## src/rtl/sttt_pkg.sv

```systemverilog
// Shared types and constants of the search transposition table.
`timescale 1ns / 1ps

package sttt_pkg;

    // Default number of index bits; the table holds two to this power entries.
    localparam int INDEX_BITS_DEF = 16;

    // Operation codes; the fourth code has no meaning and is answered with zeros.
    localparam logic [1:0] OP_PROBE = 2'd0;
    localparam logic [1:0] OP_STORE = 2'd1;
    localparam logic [1:0] OP_QUERY = 2'd2;

    // Bound kinds kept with a score.
    localparam logic [1:0] BOUND_NONE  = 2'd0;
    localparam logic [1:0] BOUND_EXACT = 2'd1;
    localparam logic [1:0] BOUND_LOWER = 2'd2;
    localparam logic [1:0] BOUND_UPPER = 2'd3;

    // One request as it arrives on the input channel.
    typedef struct packed {
        logic        [1:0]  opcode;
        logic        [63:0] position_key;
        logic signed [7:0]  search_depth;
        logic signed [15:0] window_alpha;
        logic signed [15:0] window_beta;
        logic signed [15:0] new_score;
        logic        [1:0]  new_bound;
        logic        [15:0] new_move;
    } t_req;

    // One response as it leaves on the output channel.
    typedef struct packed {
        logic               found;
        logic signed [15:0] score_out;
        logic               move_valid;
        logic        [15:0] move_out;
    } t_resp;

    // One table entry: the full key and the payload beside it.
    typedef struct packed {
        logic        [63:0] key;
        logic        [15:0] move;
        logic        [1:0]  bound;
        logic signed [15:0] score;
        logic signed [7:0]  depth;
    } t_entry;

    localparam int ENTRY_W = $bits(t_entry);

    // What the evaluation hands back: the response and the write-back order.
    typedef struct packed {
        t_resp  resp;
        logic   wr_en;
        t_entry wr_entry;
    } t_eval;

endpackage

```

## src/rtl/sttt_eval.sv

```systemverilog
// Evaluation of one request against the entry read for it.
`timescale 1ns / 1ps

module sttt_eval (
    input  sttt_pkg::t_req   i_req,
    input  sttt_pkg::t_entry i_entry,
    output sttt_pkg::t_eval  o_eval
);
    import sttt_pkg::*;

    logic match;
    logic deep_enough;
    logic score_usable;
    logic replace;

    // Key match and the tests on the stored score.
    assign match       = (i_entry.key == i_req.position_key);
    assign deep_enough = (i_entry.depth >= i_req.search_depth);
    assign score_usable = (i_entry.bound == BOUND_EXACT) ||
                          ((i_entry.bound == BOUND_LOWER) &&
                           (i_entry.score >= i_req.window_beta)) ||
                          ((i_entry.bound == BOUND_UPPER) &&
                           (i_entry.score <= i_req.window_alpha));

    // Depth-preferred replacement: empty slot, same position, or at least as deep.
    assign replace = (i_entry.key == 64'd0) || match ||
                     (i_req.search_depth >= i_entry.depth);

    always_comb begin
        o_eval                   = '0;
        o_eval.wr_entry.key      = i_req.position_key;
        o_eval.wr_entry.depth    = i_req.search_depth;
        o_eval.wr_entry.score    = i_req.new_score;
        o_eval.wr_entry.bound    = i_req.new_bound;
        // A null move keeps the move already in the slot.
        o_eval.wr_entry.move     = (i_req.new_move != 16'd0) ? i_req.new_move
                                                             : i_entry.move;
        unique case (i_req.opcode)
            OP_PROBE: begin
                if (match) begin
                    o_eval.resp.move_valid = 1'b1;
                    o_eval.resp.move_out   = i_entry.move;
                    if (deep_enough && score_usable) begin
                        o_eval.resp.found     = 1'b1;
                        o_eval.resp.score_out = i_entry.score;
                    end
                end
            end
            OP_STORE: begin
                o_eval.wr_en = replace;
            end
            OP_QUERY: begin
                if (match) begin
                    o_eval.resp.move_valid = 1'b1;
                    o_eval.resp.move_out   = i_entry.move;
                    o_eval.resp.found      = (i_entry.move != 16'd0);
                end
            end
            default: begin
                o_eval.wr_en = 1'b0;
            end
        endcase
    end

endmodule
```

## config.mk

```make
export PLATFORM = sky130hd
export DESIGN_NAME = sttt_eval
export DESIGN_NICKNAME = d
export VERILOG_FILES = /design/src/rtl/sttt_pkg.sv /design/src/rtl/sttt_eval.sv
export SDC_FILE = /design/constraint.sdc
export NUM_CORES = 1
export LEC_CHECK = 0
export ABC_CLOCK_PERIOD_IN_PS = 2600
export BUFFER_PORTS_ARGS = -buffer_cell sky130_fd_sc_hd__buf_2
export CORE_AREA = 2 2 152 154
export DETAILED_ROUTE_END_ITERATION = 12
export DIE_AREA = 0 0 154 156
export PLACE_DENSITY = 0.51
export SETUP_SLACK_MARGIN = 0.02
export SYNTH_ARGS = -nofsm -noshare
export SYNTH_HDL_FRONTEND = slang
export SYNTH_SLANG_ARGS = --single-unit
export TNS_END_PERCENT = 50
```

## constraint.sdc

```tcl
create_clock -name vclk -period 2.6
set_clock_uncertainty 0.1 [all_clocks]
set_input_delay 0.13 -clock vclk [all_inputs]
set_output_delay 0.13 -clock vclk [all_outputs]
set_load 0.02 [all_outputs]
```

==> metrics <==
slew margin rel.=about three fifths; CP Depth=10; Power Total=778 uW; critical path data required time=2.37 ns; syn_nets=709; Worst Setup Path Type=in -> out; CP max stage delay=between 0.5 and 0.6 ns; share of cells above drive strength 1=56.3%; GRT Resource Usage Total=between 10% and 20%; largest net degree at the start of global routing=19; core area=22400 um2; Final Hold Slack=between 0.15 and 0.2 ns; VDD IR max=0.0934 mV; critical path arrival=roughly 2.5 ns; residual DRC count=0; initial antenna violation count=2; Die W=~150 um; wirelength, routed=around 19000 um; Post-CTS Hold Buffers=0; commonest cells after routing, fill and taps aside=316 x buf_2, 50 x inv_1, 45 x buf_4, 40 x ha_1, 34 x nor4_1; I/O pins=just under 400; M1 GR Usage=16.7%; pre-CTS worst setup slack=-0.308 ns; outcome=finished with violations; violated checks=setup timing; post-DR vias/cell=4.06; M2 GR Usage=27.6%; Initial Util=~14%; Syn Area/Cell=slightly above 7 um2; cell breakdown of the critical path=buf_2 > nor2b_1 > a2111o_1 > or4_4 > nor4_4 > o2111ai_4 > a2111oi_4 > buf_12 > and2_1 > buf_6; CP Buf/Inv Count=3; Final Cycle Share=103%; worst setup path startpoint=i_entry[95]; drt first pass iters=4; Worst Hold Class=in -> out; GRT met3 Usage=2.58%; crit path time final=2.69 ns; Yosys cell types=41; Setup-failing EPs final=17; Post-Syn Instances=approximately 420; Final Util=about 23%; Critical Path Fanout Max=17; nets@finish=1007; setup ws final=-0.0890 ns; FF+latch area=0 um2; full die area=24000 um2; WL/cell=around 19 um; Hold Crit Depth=0; Maximum Capacitance Violations=0; grt ovf=0; clock buffer count=0; Synth-to-Final Area Change=64.2%; DIE HEIGHT=about 160 um; first-pass GRT wire length=25900 um; commonest non-fill, non-tap cell in the layout=buf_2; vias in the first global route=4178; slowest CP cell=or4_4; Critical Path Source Type=input pin; Top Usage Layer GRT=met2; Routed Antenna Nets=0; Max Slew Vio Count=0; hpwl dp=17600 um; fill cell count=2522; worst-margin pin slew=0.571 ns; Crit. End Element=output port; GPL Wtd Cong=0.904; yosys warns=0; Worst path top cell family by delay=simple AND/OR/NAND/NOR gates; setup TNS=-1.32 ns; fmax=about 370 MHz; RSZ-0062 raised after global routing=true; register area share after synthesis=0%; Multi-input gate area=between 2000 and 2500 um2; P_leak=about 2.8 nW; Pwr Density=154 nW/um2; final sequential cell count=0; number of cell rows=55; Initial DRC Count=133; Critical Path Sink=o_eval[137]; Syn Std Cell Area=3080 um2; Via Count=a little over 4000; PortBufs=351; count of final hold-check violations=0
-- stage by stage --
stage | area [um2] | instances
3_3_place_gp | 4800 | 1004
4_1_cts | 4930 | 1004
6_report | 5050 | 1005
2_1_floorplan | 3080 | 423
5_1_grt | 5050 | 1004
3_5_place_dp | 4800 | 1004
-- how the worst min path moves through the flow --
stage                from           to  slack, ns
6_report        i_req[30]   o_eval[20]       0.16
5_1_grt         i_req[25]   o_eval[15]       0.16
4_1_cts         i_req[22]   o_eval[12]       0.16
3_5_place_dp    i_req[22]   o_eval[12]       0.16
3_3_place_gp    i_req[22]   o_eval[12]       0.16
2_1_floorplan  i_req[139]  o_eval[106]       0.24
-- cell usage after synthesis (2+ instances only) --
library cell	n	share of area [%]
buf_4	90	22
inv_1	50	6.1
ha_1	40	16
nor4_1	35	7.1
and2_1	32	6.5
xor2_1	32	9.1
xnor2_1	24	6.8
a21o_1	19	4.6
nand4_1	19	3.9
a21oi_1	14	2.3
nor2b_1	10	2.0
nand2_1	7	0.85
nor2_1	6	0.73
nand3_1	5	0.81
a211oi_1	4	0.98
o22ai_1	4	0.81
o21ai_0	3	0.49
a2111o_1	2	0.73
clkbuf_1	2	0.24
nor3_1	2	0.33
o211ai_1	2	0.49
o21bai_1	2	0.49
-- layer usage --
layer  vias to the layer above  wire [um]
met5                         -         13
met1                      1836       7270
met4                         2        384
met3                        18       1390
li1                       1984          -
met2                       245       9550
-- power breakdown --
| group | internal, mW | switching, mW |
|---|---|---|
| clock network | 0.0000000515 | 0 |
| logic | 0.341 | 0.437 |
| registers | 0 | 0 |
| total | 0.341 | 0.437 |
-- cells by family (layout without fill, tap and decap cells) --
family | Yosys count | count (layout) | synth area share (%)
AO/OA/AOI/OAI | 60 | 60 | 14.3
XOR/XNOR | 56 | 56 | 15.9
adder cells (fa/ha/maj) | 40 | 40 | 16.3
buffers and inverters | 144 | 440 | 28.8
other | 0 | 1 | 0
AND/OR/NAND/NOR | 123 | 123 | 24.7
-- area by class of cell --
cell class	instances	area share [%]
multi-input combinational	279	44.5
inverter	50	3.72
antenna	1	0.0495
tap	285	7.06
timing repair buffer	390	44.6
-- what timing repair did --
action,4_1_cts,5_1_grt
setup endpoints to repair,17,34
gates resized for setup,42,35
buffers inserted,0,0
pin swaps,1,3
Note: power is estimated with default switching activity, not from simulation.
